## src/design/timed_page_rotation_defines.svh

```systemverilog
// Assertion macros shared by the timed page rotation RTL.
// No dependencies; included by the files that carry concurrent assertions.
`ifndef TIMED_PAGE_ROTATION_DEFINES_SVH
`define TIMED_PAGE_ROTATION_DEFINES_SVH

// Same-cycle implication, disabled while reset is asserted.
`define TPR_ASSERT_IMPL(label, clk, rstn, ante, cons, msg) \
    label: assert property (@(posedge clk) disable iff (!rstn) (ante) |-> (cons)) \
        else $error(msg);

// Next-cycle implication, disabled while reset is asserted.
`define TPR_ASSERT_NEXT(label, clk, rstn, ante, cons, msg) \
    label: assert property (@(posedge clk) disable iff (!rstn) (ante) |=> (cons)) \
        else $error(msg);

`endif

```

## src/design/tpr_pkg.sv

```systemverilog
// Shared types and constants for the timed page rotation block.
// No dependencies; imported by tpr_ctrl, tpr_dpath and timed_page_rotation.
package tpr_pkg;

    // Default values of the top-level parameters.
    localparam int PAGE_COUNT_DEF       = 8;
    localparam int ORDER_SLOTS_DEF      = 8;
    localparam int DEFAULT_PERIOD_S_DEF = 5;

    // Fixed field widths.
    localparam int MAX_PAGES  = 8;
    localparam int PAGE_W     = 3;
    localparam int LEN_W      = 4;
    localparam int TIME_W     = 32;
    localparam int SECS_W     = 16;
    localparam int MS_W       = 10;
    localparam int PERIOD_W   = 26;
    localparam int CNT_W      = 5;
    localparam int CFG_IDX_W  = 3;
    localparam int CFG_DATA_W = 64;
    localparam int IN_DATA_W  = 32;
    localparam int OUT_DATA_W = 8;

    localparam logic [MS_W-1:0]  MS_PER_S  = 10'd1000;
    localparam logic [CNT_W-1:0] DIV_LAST  = 5'd31;

    // Opcode carried in the input tuser.
    localparam logic OP_UPDATE = 1'b0;
    localparam logic OP_APPLY  = 1'b1;

    // Configuration register indexes.
    localparam logic [CFG_IDX_W-1:0] CFG_ENABLED_MASK   = 3'd0;
    localparam logic [CFG_IDX_W-1:0] CFG_PAGE_ORDER     = 3'd1;
    localparam logic [CFG_IDX_W-1:0] CFG_AUTO_ROTATE    = 3'd2;
    localparam logic [CFG_IDX_W-1:0] CFG_PINNED_PAGE    = 3'd3;
    localparam logic [CFG_IDX_W-1:0] CFG_PERIOD_SECONDS = 3'd4;

    // Commands from the controller to the datapath.
    typedef struct packed {
        logic load_in;
        logic build_clr;
        logic slot_step;
        logic fill_step;
        logic cnt_clr;
        logic apply_latch;
        logic pin_eval;
        logic search_step;
        logic div_init;
        logic div_step;
        logic advance;
        logic out_load;
    } tpr_cmd_t;

    // Status from the datapath to the controller.
    typedef struct packed {
        logic op_apply;
        logic configured;
        logic auto_mode;
        logic short_list;
        logic slot_last;
        logic fill_last;
        logic search_end;
        logic div_last;
        logic out_free;
    } tpr_stat_t;

endpackage

```

## src/design/tpr_ctrl.sv

```systemverilog
// Sequencing state machine of the timed page rotation block.
// Depends on tpr_pkg for the command and status structs.
module tpr_ctrl (
    input  logic              aclk,
    input  logic              aresetn,
    input  logic              s_tvalid,
    output logic              s_tready,
    input  tpr_pkg::tpr_stat_t stat,
    output tpr_pkg::tpr_cmd_t  cmd
);
    import tpr_pkg::*;

    typedef enum logic [3:0] {
        ST_IDLE,
        ST_DISPATCH,
        ST_SLOTS,
        ST_FILL,
        ST_APPLY,
        ST_PIN,
        ST_SEARCH,
        ST_DIVIDE,
        ST_ADVANCE,
        ST_FINISH
    } state_t;

    state_t state_reg;
    state_t state_next;

    // State register.
    always_ff @(posedge aclk) begin
        if (!aresetn) begin
            state_reg <= ST_IDLE;
        end else begin
            state_reg <= state_next;
        end
    end

    assign s_tready = (state_reg == ST_IDLE);

    // Next state and command decode.
    always_comb begin
        state_next = state_reg;
        cmd        = '0;
        unique case (state_reg)
            ST_IDLE: begin
                if (s_tvalid) begin
                    cmd.load_in = 1'b1;
                    state_next  = ST_DISPATCH;
                end
            end
            ST_DISPATCH: begin
                priority if (stat.op_apply) begin
                    cmd.build_clr = 1'b1;
                    state_next    = ST_SLOTS;
                end else if (!stat.configured) begin
                    state_next = ST_FINISH;
                end else if (!stat.auto_mode) begin
                    state_next = ST_PIN;
                end else if (stat.short_list) begin
                    state_next = ST_FINISH;
                end else begin
                    state_next = ST_SEARCH;
                end
            end
            ST_SLOTS: begin
                cmd.slot_step = 1'b1;
                if (stat.slot_last) begin
                    cmd.cnt_clr = 1'b1;
                    state_next  = ST_FILL;
                end
            end
            ST_FILL: begin
                cmd.fill_step = 1'b1;
                if (stat.fill_last) begin
                    state_next = ST_APPLY;
                end
            end
            ST_APPLY: begin
                cmd.apply_latch = 1'b1;
                state_next      = ST_FINISH;
            end
            ST_PIN: begin
                cmd.pin_eval = 1'b1;
                state_next   = ST_FINISH;
            end
            ST_SEARCH: begin
                cmd.search_step = 1'b1;
                if (stat.search_end) begin
                    cmd.div_init = 1'b1;
                    state_next   = ST_DIVIDE;
                end
            end
            ST_DIVIDE: begin
                cmd.div_step = 1'b1;
                if (stat.div_last) begin
                    state_next = ST_ADVANCE;
                end
            end
            ST_ADVANCE: begin
                cmd.advance = 1'b1;
                state_next  = ST_FINISH;
            end
            ST_FINISH: begin
                if (stat.out_free) begin
                    cmd.out_load = 1'b1;
                    state_next   = ST_IDLE;
                end
            end
            default: begin
                state_next = ST_IDLE;
            end
        endcase
    end

endmodule

```

## src/design/tpr_dpath.sv

```systemverilog
// Datapath of the timed page rotation block: configuration registers, page list,
// bit-serial divider with running modulo, and the output register. Uses tpr_pkg.
`include "timed_page_rotation_defines.svh"

module tpr_dpath #(
    parameter int PAGE_COUNT       = tpr_pkg::PAGE_COUNT_DEF,
    parameter int ORDER_SLOTS      = tpr_pkg::ORDER_SLOTS_DEF,
    parameter int DEFAULT_PERIOD_S = tpr_pkg::DEFAULT_PERIOD_S_DEF
) (
    input  logic                                aclk,
    input  logic                                aresetn,
    input  logic [tpr_pkg::IN_DATA_W-1:0]       s_tdata,
    input  logic                                s_tuser,
    output logic                                m_tvalid,
    input  logic                                m_tready,
    output logic [tpr_pkg::OUT_DATA_W-1:0]      m_tdata,
    input  logic                                cfg_wr_en,
    input  logic [tpr_pkg::CFG_IDX_W-1:0]       cfg_index,
    input  logic [tpr_pkg::CFG_DATA_W-1:0]      cfg_wdata,
    input  tpr_pkg::tpr_cmd_t                   cmd,
    output tpr_pkg::tpr_stat_t                  stat
);
    import tpr_pkg::*;

    // Order slots beyond the eighth never hold a page.
    localparam int NSLOT = (ORDER_SLOTS < MAX_PAGES) ? ORDER_SLOTS : MAX_PAGES;
    localparam logic [MAX_PAGES-1:0] PAGE_MASK =
        (PAGE_COUNT >= MAX_PAGES) ? {MAX_PAGES{1'b1}} : MAX_PAGES'((1 << PAGE_COUNT) - 1);
    localparam logic [SECS_W-1:0]   DEF_SECS   = SECS_W'(DEFAULT_PERIOD_S);
    localparam logic [CNT_W-1:0]    SLOT_LAST  = CNT_W'(NSLOT - 1);
    localparam logic [CNT_W-1:0]    FILL_LAST  = CNT_W'(MAX_PAGES - 1);

    // Configuration registers.
    logic [MAX_PAGES-1:0]  enabled_mask_reg;
    logic [CFG_DATA_W-1:0] page_order_reg;
    logic                  auto_rotate_reg;
    logic [7:0]            pinned_page_reg;
    logic [SECS_W-1:0]     period_seconds_reg;

    // Control state.
    logic                  configured_reg;
    logic                  active_auto_reg;
    logic [7:0]            active_pinned_reg;
    logic [PERIOD_W-1:0]   active_period_reg;
    logic [MAX_PAGES-1:0]  active_enabled_reg;
    logic [PAGE_W-1:0]     current_page_reg;
    logic [TIME_W-1:0]     last_switch_reg;
    logic [LEN_W-1:0]      len_reg;
    logic [CNT_W-1:0]      cnt_reg;
    logic [MAX_PAGES-1:0]  added_reg;
    logic                  out_valid_reg;

    // Payload registers.
    logic [PAGE_W-1:0]     list_mem [MAX_PAGES];
    logic                  op_reg;
    logic [TIME_W-1:0]     now_reg;
    logic [TIME_W-1:0]     dividend_reg;
    logic [PERIOD_W-1:0]   rem_reg;
    logic [PAGE_W-1:0]     mod_reg;
    logic [PAGE_W-1:0]     idx_reg;
    logic                  q_any_reg;
    logic                  changed_reg;
    logic [OUT_DATA_W-1:0] out_data_reg;

    // Combinational terms.
    logic [MAX_PAGES-1:0]  enabled_eff;
    logic [7:0]            slot_byte;
    logic                  slot_ok;
    logic [PAGE_W-1:0]     fill_page;
    logic                  fill_ok;
    logic                  build_wr;
    logic [PAGE_W-1:0]     build_page;
    logic [SECS_W-1:0]     secs_eff;
    logic [PERIOD_W-1:0]   period_next;
    logic [PAGE_W-1:0]     rd_addr;
    logic [PAGE_W-1:0]     rd_page;
    logic                  search_hit;
    logic [PERIOD_W:0]     rem_shift;
    logic                  q_bit;
    logic [PERIOD_W-1:0]   rem_next;
    logic [LEN_W-1:0]      mod_shift;
    logic [PAGE_W-1:0]     mod_next;
    logic [LEN_W-1:0]      pos_sum;
    logic [LEN_W-1:0]      pos_wrap;
    logic [PAGE_W-1:0]     apply_page;
    logic [PAGE_W-1:0]     pin_page;

    // Pinned choice: the pinned page if it is a valid listed page, else the first entry.
    function automatic logic [PAGE_W-1:0] pin_choice(
        input logic [7:0]           pinned,
        input logic [MAX_PAGES-1:0] enabled,
        input logic [PAGE_W-1:0]    first_page
    );
        logic ok;
        ok = (pinned[7:PAGE_W] == '0) && enabled[pinned[PAGE_W-1:0]];
        return ok ? pinned[PAGE_W-1:0] : first_page;
    endfunction

    // Enabled set for the list build; an empty set falls back to page 0.
    always_comb begin
        enabled_eff = enabled_mask_reg & PAGE_MASK;
        if (enabled_eff == '0) begin
            enabled_eff = MAX_PAGES'(1);
        end
    end

    // List build candidates: order slots first, then the remaining pages ascending.
    assign slot_byte  = page_order_reg[8*cnt_reg[PAGE_W-1:0] +: 8];
    assign slot_ok    = (slot_byte[7:PAGE_W] == '0) && enabled_eff[slot_byte[PAGE_W-1:0]]
                        && !added_reg[slot_byte[PAGE_W-1:0]];
    assign fill_page  = cnt_reg[PAGE_W-1:0];
    assign fill_ok    = enabled_eff[fill_page] && !added_reg[fill_page];
    assign build_wr   = (cmd.slot_step && slot_ok) || (cmd.fill_step && fill_ok);
    assign build_page = cmd.slot_step ? slot_byte[PAGE_W-1:0] : fill_page;

    // Period in milliseconds.
    assign secs_eff    = (period_seconds_reg == '0) ? DEF_SECS : period_seconds_reg;
    assign period_next = PERIOD_W'(secs_eff * MS_PER_S);

    // One restoring divide step; the quotient bit also feeds a running modulo by the length.
    assign rem_shift = {rem_reg, dividend_reg[TIME_W-1]};
    assign q_bit     = (rem_shift >= {1'b0, active_period_reg});
    assign rem_next  = q_bit ? PERIOD_W'(rem_shift - {1'b0, active_period_reg})
                             : rem_shift[PERIOD_W-1:0];
    assign mod_shift = {mod_reg, q_bit};
    assign mod_next  = (mod_shift >= len_reg) ? PAGE_W'(mod_shift - len_reg)
                                              : mod_shift[PAGE_W-1:0];

    // New list position after advancing.
    assign pos_sum  = LEN_W'(idx_reg) + LEN_W'(mod_reg);
    assign pos_wrap = (pos_sum >= len_reg) ? (pos_sum - len_reg) : pos_sum;

    // Single list read port.
    always_comb begin
        priority if (cmd.search_step) begin
            rd_addr = cnt_reg[PAGE_W-1:0];
        end else if (cmd.advance) begin
            rd_addr = pos_wrap[PAGE_W-1:0];
        end else begin
            rd_addr = '0;
        end
    end
    assign rd_page    = list_mem[rd_addr];
    assign search_hit = (rd_page == current_page_reg);

    // Page chosen when a new configuration is applied.
    assign pin_page   = pin_choice(active_pinned_reg, active_enabled_reg, rd_page);
    always_comb begin
        if (auto_rotate_reg) begin
            apply_page = (configured_reg && enabled_eff[current_page_reg]) ?
                         current_page_reg : rd_page;
        end else begin
            apply_page = pin_choice(pinned_page_reg, enabled_eff, rd_page);
        end
    end

    // Control registers.
    always_ff @(posedge aclk) begin
        if (!aresetn) begin
            enabled_mask_reg   <= MAX_PAGES'(1);
            page_order_reg     <= '0;
            auto_rotate_reg    <= 1'b0;
            pinned_page_reg    <= '0;
            period_seconds_reg <= '0;
            configured_reg     <= 1'b0;
            active_auto_reg    <= 1'b0;
            active_pinned_reg  <= '0;
            active_period_reg  <= '0;
            active_enabled_reg <= '0;
            current_page_reg   <= '0;
            last_switch_reg    <= '0;
            len_reg            <= '0;
            cnt_reg            <= '0;
            added_reg          <= '0;
            out_valid_reg      <= 1'b0;
        end else begin
            // Configuration writes; unknown indexes are dropped.
            if (cfg_wr_en) begin
                unique case (cfg_index)
                    CFG_ENABLED_MASK:   enabled_mask_reg   <= cfg_wdata[MAX_PAGES-1:0];
                    CFG_PAGE_ORDER:     page_order_reg     <= cfg_wdata;
                    CFG_AUTO_ROTATE:    auto_rotate_reg    <= cfg_wdata[0];
                    CFG_PINNED_PAGE:    pinned_page_reg    <= cfg_wdata[7:0];
                    CFG_PERIOD_SECONDS: period_seconds_reg <= cfg_wdata[SECS_W-1:0];
                    default: begin
                    end
                endcase
            end

            // Shared step counter.
            if (cmd.load_in || cmd.build_clr || cmd.cnt_clr || cmd.div_init) begin
                cnt_reg <= '0;
            end else if (cmd.slot_step || cmd.fill_step || cmd.search_step || cmd.div_step) begin
                cnt_reg <= cnt_reg + CNT_W'(1);
            end

            // List length and membership during a build.
            if (cmd.build_clr) begin
                len_reg   <= '0;
                added_reg <= '0;
            end else if (build_wr) begin
                len_reg               <= len_reg + LEN_W'(1);
                added_reg[build_page] <= 1'b1;
            end

            // Latch the applied configuration.
            if (cmd.apply_latch) begin
                configured_reg     <= 1'b1;
                active_auto_reg    <= auto_rotate_reg;
                active_pinned_reg  <= pinned_page_reg;
                active_period_reg  <= period_next;
                active_enabled_reg <= enabled_eff;
                current_page_reg   <= apply_page;
                last_switch_reg    <= now_reg;
            end

            if (cmd.pin_eval) begin
                current_page_reg <= pin_page;
            end

            // A nonzero step count moves the page and the switch time.
            if (cmd.advance && q_any_reg) begin
                current_page_reg <= rd_page;
                last_switch_reg  <= now_reg - TIME_W'(rem_reg);
            end

            // Output valid: set on load, cleared when the transaction completes.
            if (cmd.out_load) begin
                out_valid_reg <= 1'b1;
            end else if (m_tready) begin
                out_valid_reg <= 1'b0;
            end
        end
    end

    // Payload registers.
    always_ff @(posedge aclk) begin
        if (cmd.load_in) begin
            op_reg      <= s_tuser;
            now_reg     <= s_tdata;
            idx_reg     <= '0;
            changed_reg <= 1'b0;
        end

        if (build_wr) begin
            list_mem[len_reg[PAGE_W-1:0]] <= build_page;
        end

        if (cmd.search_step && search_hit) begin
            idx_reg <= cnt_reg[PAGE_W-1:0];
        end

        if (cmd.div_init) begin
            dividend_reg <= now_reg - last_switch_reg;
            rem_reg      <= '0;
            mod_reg      <= '0;
            q_any_reg    <= 1'b0;
        end else if (cmd.div_step) begin
            dividend_reg <= {dividend_reg[TIME_W-2:0], 1'b0};
            rem_reg      <= rem_next;
            mod_reg      <= mod_next;
            q_any_reg    <= q_any_reg | q_bit;
        end

        if (cmd.pin_eval) begin
            changed_reg <= (pin_page != current_page_reg);
        end
        if (cmd.advance) begin
            changed_reg <= q_any_reg;
        end

        if (cmd.out_load) begin
            out_data_reg <= {{(OUT_DATA_W - PAGE_W - 1){1'b0}}, current_page_reg, changed_reg};
        end
    end

    assign m_tvalid = out_valid_reg;
    assign m_tdata  = out_data_reg;

    // Status to the controller.
    always_comb begin
        stat            = '0;
        stat.op_apply   = (op_reg == OP_APPLY);
        stat.configured = configured_reg;
        stat.auto_mode  = active_auto_reg;
        stat.short_list = (len_reg <= LEN_W'(1));
        stat.slot_last  = (cnt_reg == SLOT_LAST);
        stat.fill_last  = (cnt_reg == FILL_LAST);
        stat.search_end = search_hit || (cnt_reg == (CNT_W'(len_reg) - CNT_W'(1)));
        stat.div_last   = (cnt_reg == DIV_LAST);
        stat.out_free   = !out_valid_reg || m_tready;
    end

    // The shown page is always one of the listed pages once configured.
    `TPR_ASSERT_IMPL(a_current_listed, aclk, aresetn, configured_reg, active_enabled_reg[current_page_reg], "current page is not in the page list")
    // The divider remainder stays below the period throughout the division.
    `TPR_ASSERT_IMPL(a_rem_below_period, aclk, aresetn, cmd.div_step, rem_reg < active_period_reg, "divider remainder reached the period")
    // A finished build always holds at least one and at most all pages.
    `TPR_ASSERT_IMPL(a_list_length, aclk, aresetn, cmd.apply_latch, (len_reg != '0) && (len_reg <= LEN_W'(MAX_PAGES)), "page list length out of range")
    // Applying restarts the switch timer at the item's time stamp.
    `TPR_ASSERT_NEXT(a_apply_time, aclk, aresetn, cmd.apply_latch, configured_reg && (last_switch_reg == $past(now_reg)), "apply did not restart the timer")

endmodule

```

## src/design/timed_page_rotation.sv

```systemverilog
// Timed page rotation: one result transaction per input transaction. An apply item
// (tuser 1) builds the page list one order slot and then one page per cycle, over
// min(ORDER_SLOTS, 8) order slots and then all pages. An auto-mode update with two or
// more listed pages searches the list for the current page and then runs the bit-serial
// divider that works out the number of elapsed periods. A new item is taken while the
// previous result still waits in the output register. Configuration should be written
// through cfg_wr_en, cfg_index and cfg_wdata only while the block is idle; the block itself
// does not enforce this. The configuration is used by the next apply item.
// Depends on tpr_pkg, tpr_ctrl and tpr_dpath.
module timed_page_rotation #(
    parameter int PAGE_COUNT       = tpr_pkg::PAGE_COUNT_DEF,
    parameter int ORDER_SLOTS      = tpr_pkg::ORDER_SLOTS_DEF,
    parameter int DEFAULT_PERIOD_S = tpr_pkg::DEFAULT_PERIOD_S_DEF
) (
    input  logic                           aclk,
    input  logic                           aresetn,
    // Input stream.
    input  logic                           s_tvalid,
    output logic                           s_tready,
    input  logic [tpr_pkg::IN_DATA_W-1:0]  s_tdata,   // [31:0] now_ms
    input  logic                           s_tuser,   // [0] opcode
    // Result stream.
    output logic                           m_tvalid,
    input  logic                           m_tready,
    output logic [tpr_pkg::OUT_DATA_W-1:0] m_tdata,   // [0] changed, [3:1] shown_page, [7:4] zero
    // Configuration write port.
    input  logic                           cfg_wr_en,
    input  logic [tpr_pkg::CFG_IDX_W-1:0]  cfg_index,
    input  logic [tpr_pkg::CFG_DATA_W-1:0] cfg_wdata
);
    import tpr_pkg::*;

    tpr_cmd_t  cmd;
    tpr_stat_t stat;

    // Sequencer.
    tpr_ctrl u_ctrl (
        .aclk     (aclk),
        .aresetn  (aresetn),
        .s_tvalid (s_tvalid),
        .s_tready (s_tready),
        .stat     (stat),
        .cmd      (cmd)
    );

    // Registers, list, divider and output stage.
    tpr_dpath #(
        .PAGE_COUNT       (PAGE_COUNT),
        .ORDER_SLOTS      (ORDER_SLOTS),
        .DEFAULT_PERIOD_S (DEFAULT_PERIOD_S)
    ) u_dpath (
        .aclk      (aclk),
        .aresetn   (aresetn),
        .s_tdata   (s_tdata),
        .s_tuser   (s_tuser),
        .m_tvalid  (m_tvalid),
        .m_tready  (m_tready),
        .m_tdata   (m_tdata),
        .cfg_wr_en (cfg_wr_en),
        .cfg_index (cfg_index),
        .cfg_wdata (cfg_wdata),
        .cmd       (cmd),
        .stat      (stat)
    );

endmodule
```

## config.mk

```make
export PLATFORM = sky130hd
export DESIGN_NAME = timed_page_rotation
export DESIGN_NICKNAME = d
export VERILOG_FILES = /design/src/design/tpr_pkg.sv /design/src/design/tpr_ctrl.sv /design/src/design/tpr_dpath.sv /design/src/design/timed_page_rotation.sv
export VERILOG_INCLUDE_DIRS = /design/src /design/src/design
export SDC_FILE = /design/constraint.sdc
export NUM_CORES = 1
export LEC_CHECK = 0
export BUFFER_PORTS_ARGS = -buffer_cell sky130_fd_sc_hd__clkbuf_2
export CAP_MARGIN = 20
export CORE_ASPECT_RATIO = 1.5
export CORE_UTILIZATION = 30
export DETAILED_ROUTE_END_ITERATION = 6
export PLACE_DENSITY = 0.52
export SLEW_MARGIN = 25
export SYNTH_ARGS = -nofsm -noshare
export SYNTH_HDL_FRONTEND = slang
export SYNTH_SLANG_ARGS = --single-unit
export TNS_END_PERCENT = 20
```

## constraint.sdc

```tcl
create_clock -name aclk -period 9.2 [get_ports aclk]
set_input_delay 0.92 -clock aclk [delete_from_list [all_inputs] [get_ports aclk]]
set_output_delay 0.92 -clock aclk [all_outputs]
set_load 0.1 [all_outputs]
```

==> summary.md <==
| Metric | Value |
|---|---|
| Status | `finished, final reports clean` |
| Crit Path Category | `reg2reg` |
| Number of clock sinks | `322` |
| Setup WS post-layout | `~2.5 ns` |
| Final Cycle Share | `72.32%` |
| Flops & latches, synth | `322` |
| Cell mode on critical path | `fa_1` |
| Detailed-route DRC error count | `0` |
| Maximum number of pins on one net before global-route repair | `99` |
| Async S/R FF share, synth | `0%` |
| Hold Vio Cnt, Final | `0` |
| DRT iter0 DRCs | `603` |
| Setup crit start | `u_dpath.period_seconds_reg[1]` |
| Number of diodes | `0` |
| Vias in the first global route | `17016` |
| VDD IR max | `0.2210 mV` |
| PortBufs | `between 100 and 150` |
| Crit path DAT | `7.11 ns` |
| Fraction of final layout cells sized beyond drive strength 1 | `8.986%` |
| Syn. warnings | `0` |
| Rows | `117` |
| DR WL met3 | `1742 um` |
| DR vias/cell | `4.931` |
| Post-Route WL | `53290 um` |
| Hold Crit Class | `reg2reg` |
| Worst path depth | `19` |
| P&R area growth vs syn | `13.05%` |
| CTS H-Tree Depth | `2` |
| Largest area contributor in the netlist | `dfxtp_1` |
| Seq/Total Area, Yosys | `a little over a third` |
| Remaining antenna violation count after routing | `0` |
| LEAKAGE | `9.164 nW` |
| Clock skew | `about 0.022 ns` |
| Mapped Area | `between 20000 and 25000 sq um` |
| Cts bufs inserted | `37` |
| Global-route wire length before repair | `86720 um` |
| Design Power | `~0.0055 W` |
| DP Worst Slack | `2.583 ns` |
| Max Cap Violations | `0` |
| Worst setup path endpoint | `u_dpath.active_period_reg[24]` |
| Setup slack, reg-to-reg | `about 2.5 ns` |
| Longest Clk Path Bufs | `3` |
| Power per cell area | `~230 nW/um^2` |
| Gr usage total | `15.17%` |
| Setup TNS | `0 ns` |
| Die area | `between 70000 and 80000 sq um` |
| Root Driver | `clkbuf_16` |
| Yosys top cell area share | `21.67%` |
| Critical path cell sequence | `or4_1 -> or4_1 -> nand2b_1 -> fa_1 -> inv_1 -> fa_1 -> fa_1 -> inv_1 -> fa_1 -> ha_1 -> inv_1 -> o21ai_0 -> nand2_1 -> o31ai_1 -> o21ai_0 -> o21ai_0 -> a31oi_1 -> or4_1 -> o311ai_0` |
| DP HPWL | `~40000 um` |
| Net count, final | `between 2000 and 3000` |
| Worst r2r dst | `u_dpath.active_period_reg[24]` |
| Die width | `216.9 um` |
| Total gr overflow | `0` |
| Worst skew pair latency | `0.56 ns` |
| Total number of vias | `16747` |
| Top Metal Used | `met5` |
| Slowest CP cell | `or4_1` |
| Antenna violations before repair | `2` |
| Cell count of the worst reg-to-reg path | `19` |
| Gate Count Post-Synth | `2413` |
| Area contributors post-synth | `dfxtp_1 (22%), edfxtp_1 (14%), ha_1 (9.3%), nand2_1 (7.6%), a21oi_1 (6.1%)` |
| Mean Syn Cell Area | `8.613 sq um` |
| Required @ worst endpoint | `9.66 ns` |
| Setup violations, final | `0` |
| Post-synth EDFFs | `97` |
| I/O Pins | `115` |
| Slew headroom | `30.51%` |
| Post-CTS setup buffers | `0` |
| Prevailing post-synth register cell | `dfxtp_1` |
| CTS tree | `built` |
| Synth cell types | `83` |
| CP delay by family, top | `adder cells` |
| Met2 wire length | `about 27000 um` |
| Max-slew violations | `0` |
| Die Y | `324.4 um` |
| Crit end category | `flop` |
| Slew @ Worst Pin | `1.016 ns` |
| Finished Core Util | `around a third` |
| # hold bufs at CTS | `0` |
| CTS clk-pin slew, worst paths | `0.06 ns` |
| Buf/Inv on CP | `3` |
| RR Startpoint | `u_dpath.period_seconds_reg[1]` |
| First-pass DRT Iterations | `5` |
| Routability cong. | `0.8685` |
| FMAX | `between 150 and 200 MHz` |
| Final Critical Period | `6.653 ns` |
| Slowest stage delay, CP | `0.70 ns` |
| Fin Hold WS | `0.4489 ns` |
| DR WL/cell | `15.69 um` |
| Startpoint Class | `flop` |
| CTS resizes | `0` |
| DRT met1 WL | `21910 um` |
| Max reg flops | `64` |
| Core Region | `68220 sq um` |
| RSZ-0062 raised after global routing | `no` |
| CP Max Fanout | `15` |
| Initial core utilization | `between 30% and 40%` |
## cell type report
type | count | area [sq um]
clock buffers | 51 | 1040
well taps | 892 | 1116
fillers | 7189 | 44720
inverters | 225 | 847.1
flip-flops and latches | 322 | 7417
multi-input cells | 1764 | 12100
clock inverters | 15 | 287.8
repair buffers | 127 | 690.7
## power breakdown
| part | leakage [nW] | internal (W) | switching, W | total [W] |
|---|---|---|---|---|
| registers | 2.71 | 0.00163 | 0.000142 | 0.00177 |
| clock network | 0.638 | 0.00102 | 0.000620 | 0.00164 |
| logic | 5.82 | 0.000844 | 0.00123 | 0.00207 |
| total | 9.16 | 0.00349 | 0.00199 | 0.00548 |
## metrics by stage
step,area (sq um),std cells
floorplan,20790,2416
global placement,22150,3329
detailed placement,22150,3329
CTS,23470,3395
global route,23500,3396
finish,23500,3396
## logic make-up after synthesis
| kind of cell | Yosys count | share of synthesized area, % |
|---|---|---|
| AOI/OAI and AO/OA | 595 | 17.84 |
| xor gates and xnor gates | 92 | 3.913 |
| adders and majority gates | 212 | 14.82 |
| buffers and inverters | 330 | 6.231 |
| DFF | 322 | 35.69 |
| muxes | 69 | 4.425 |
| other | 1 | 0.01804 |
| and+or+nand+nor | 792 | 17.06 |
## cell usage after synthesis (18+ instances only)
library cell,instances
a2111oi_0,18
a211oi_1,19
a21o_1,39
a21oi_1,255
a31oi_1,18
clkbuf_1,80
dfxtp_1,225
edfxtp_1,97
fa_1,57
ha_1,155
inv_1,223
mux2_1,30
mux2i_1,21
nand2_1,423
nand3_1,24
nor2_1,140
nor2b_1,30
nor3_1,56
o21a_1,25
o21ai_0,79
o22ai_1,21
o31ai_1,19
xnor2_1,64
xor2_1,27
## cell usage in the layout, fill, tap and decap left out, drive strengths merged, types with 25 or more instances in the layout
cell    instances
nor2          140
edfxtp         97
xor2           27
inv           226
nand3          25
nand2         423
clkbuf        161
nor2b          30
ha            155
nor3           57
o21a           25
o21ai          81
dfxtp         225
mux2           33
a21o           39
a21oi         256
fa             57
xnor2          65
## metal layers
metal	GRT usage, %	up-vias
met5	0	-
met4	7.456	4
met3	2.238	119
met2	28.09	270
met1	16.63	7836
li1	-	8518
## how the worst min path moves through the flow
stage,startpoint,to,slack (ns),depth (start not counted)
detailed placement,u_dpath.active_enabled_reg[2],u_dpath.active_enabled_reg[2],0.44,2
floorplan,u_dpath.changed_reg,u_dpath.m_tdata[0],0.40,0
CTS,u_dpath.active_period_reg[11],u_dpath.active_period_reg[11],0.45,2
global placement,u_dpath.page_order_reg[1],u_dpath.page_order_reg[1],0.44,2
global route,u_dpath.active_period_reg[11],u_dpath.active_period_reg[11],0.46,2
finish,u_dpath.active_period_reg[11],u_dpath.active_period_reg[11],0.45,2
## worst reg2reg max path: stages, from the launching register on
cell      delay [ns]
dfxtp_1         0.38
or4_1           0.60
or4_1           0.70
nand2b_1        0.32
fa_1            0.46
inv_1           0.10
fa_1            0.42
fa_1            0.54
inv_1           0.05
fa_1            0.47
ha_1            0.35
inv_1           0.08
o21ai_0         0.28
nand2_1         0.13
o31ai_1         0.45
o21ai_0         0.25
o21ai_0         0.33
a31oi_1         0.15
or4_1           0.40
o311ai_0        0.10
Note: power is estimated with default switching activity, not from simulation.
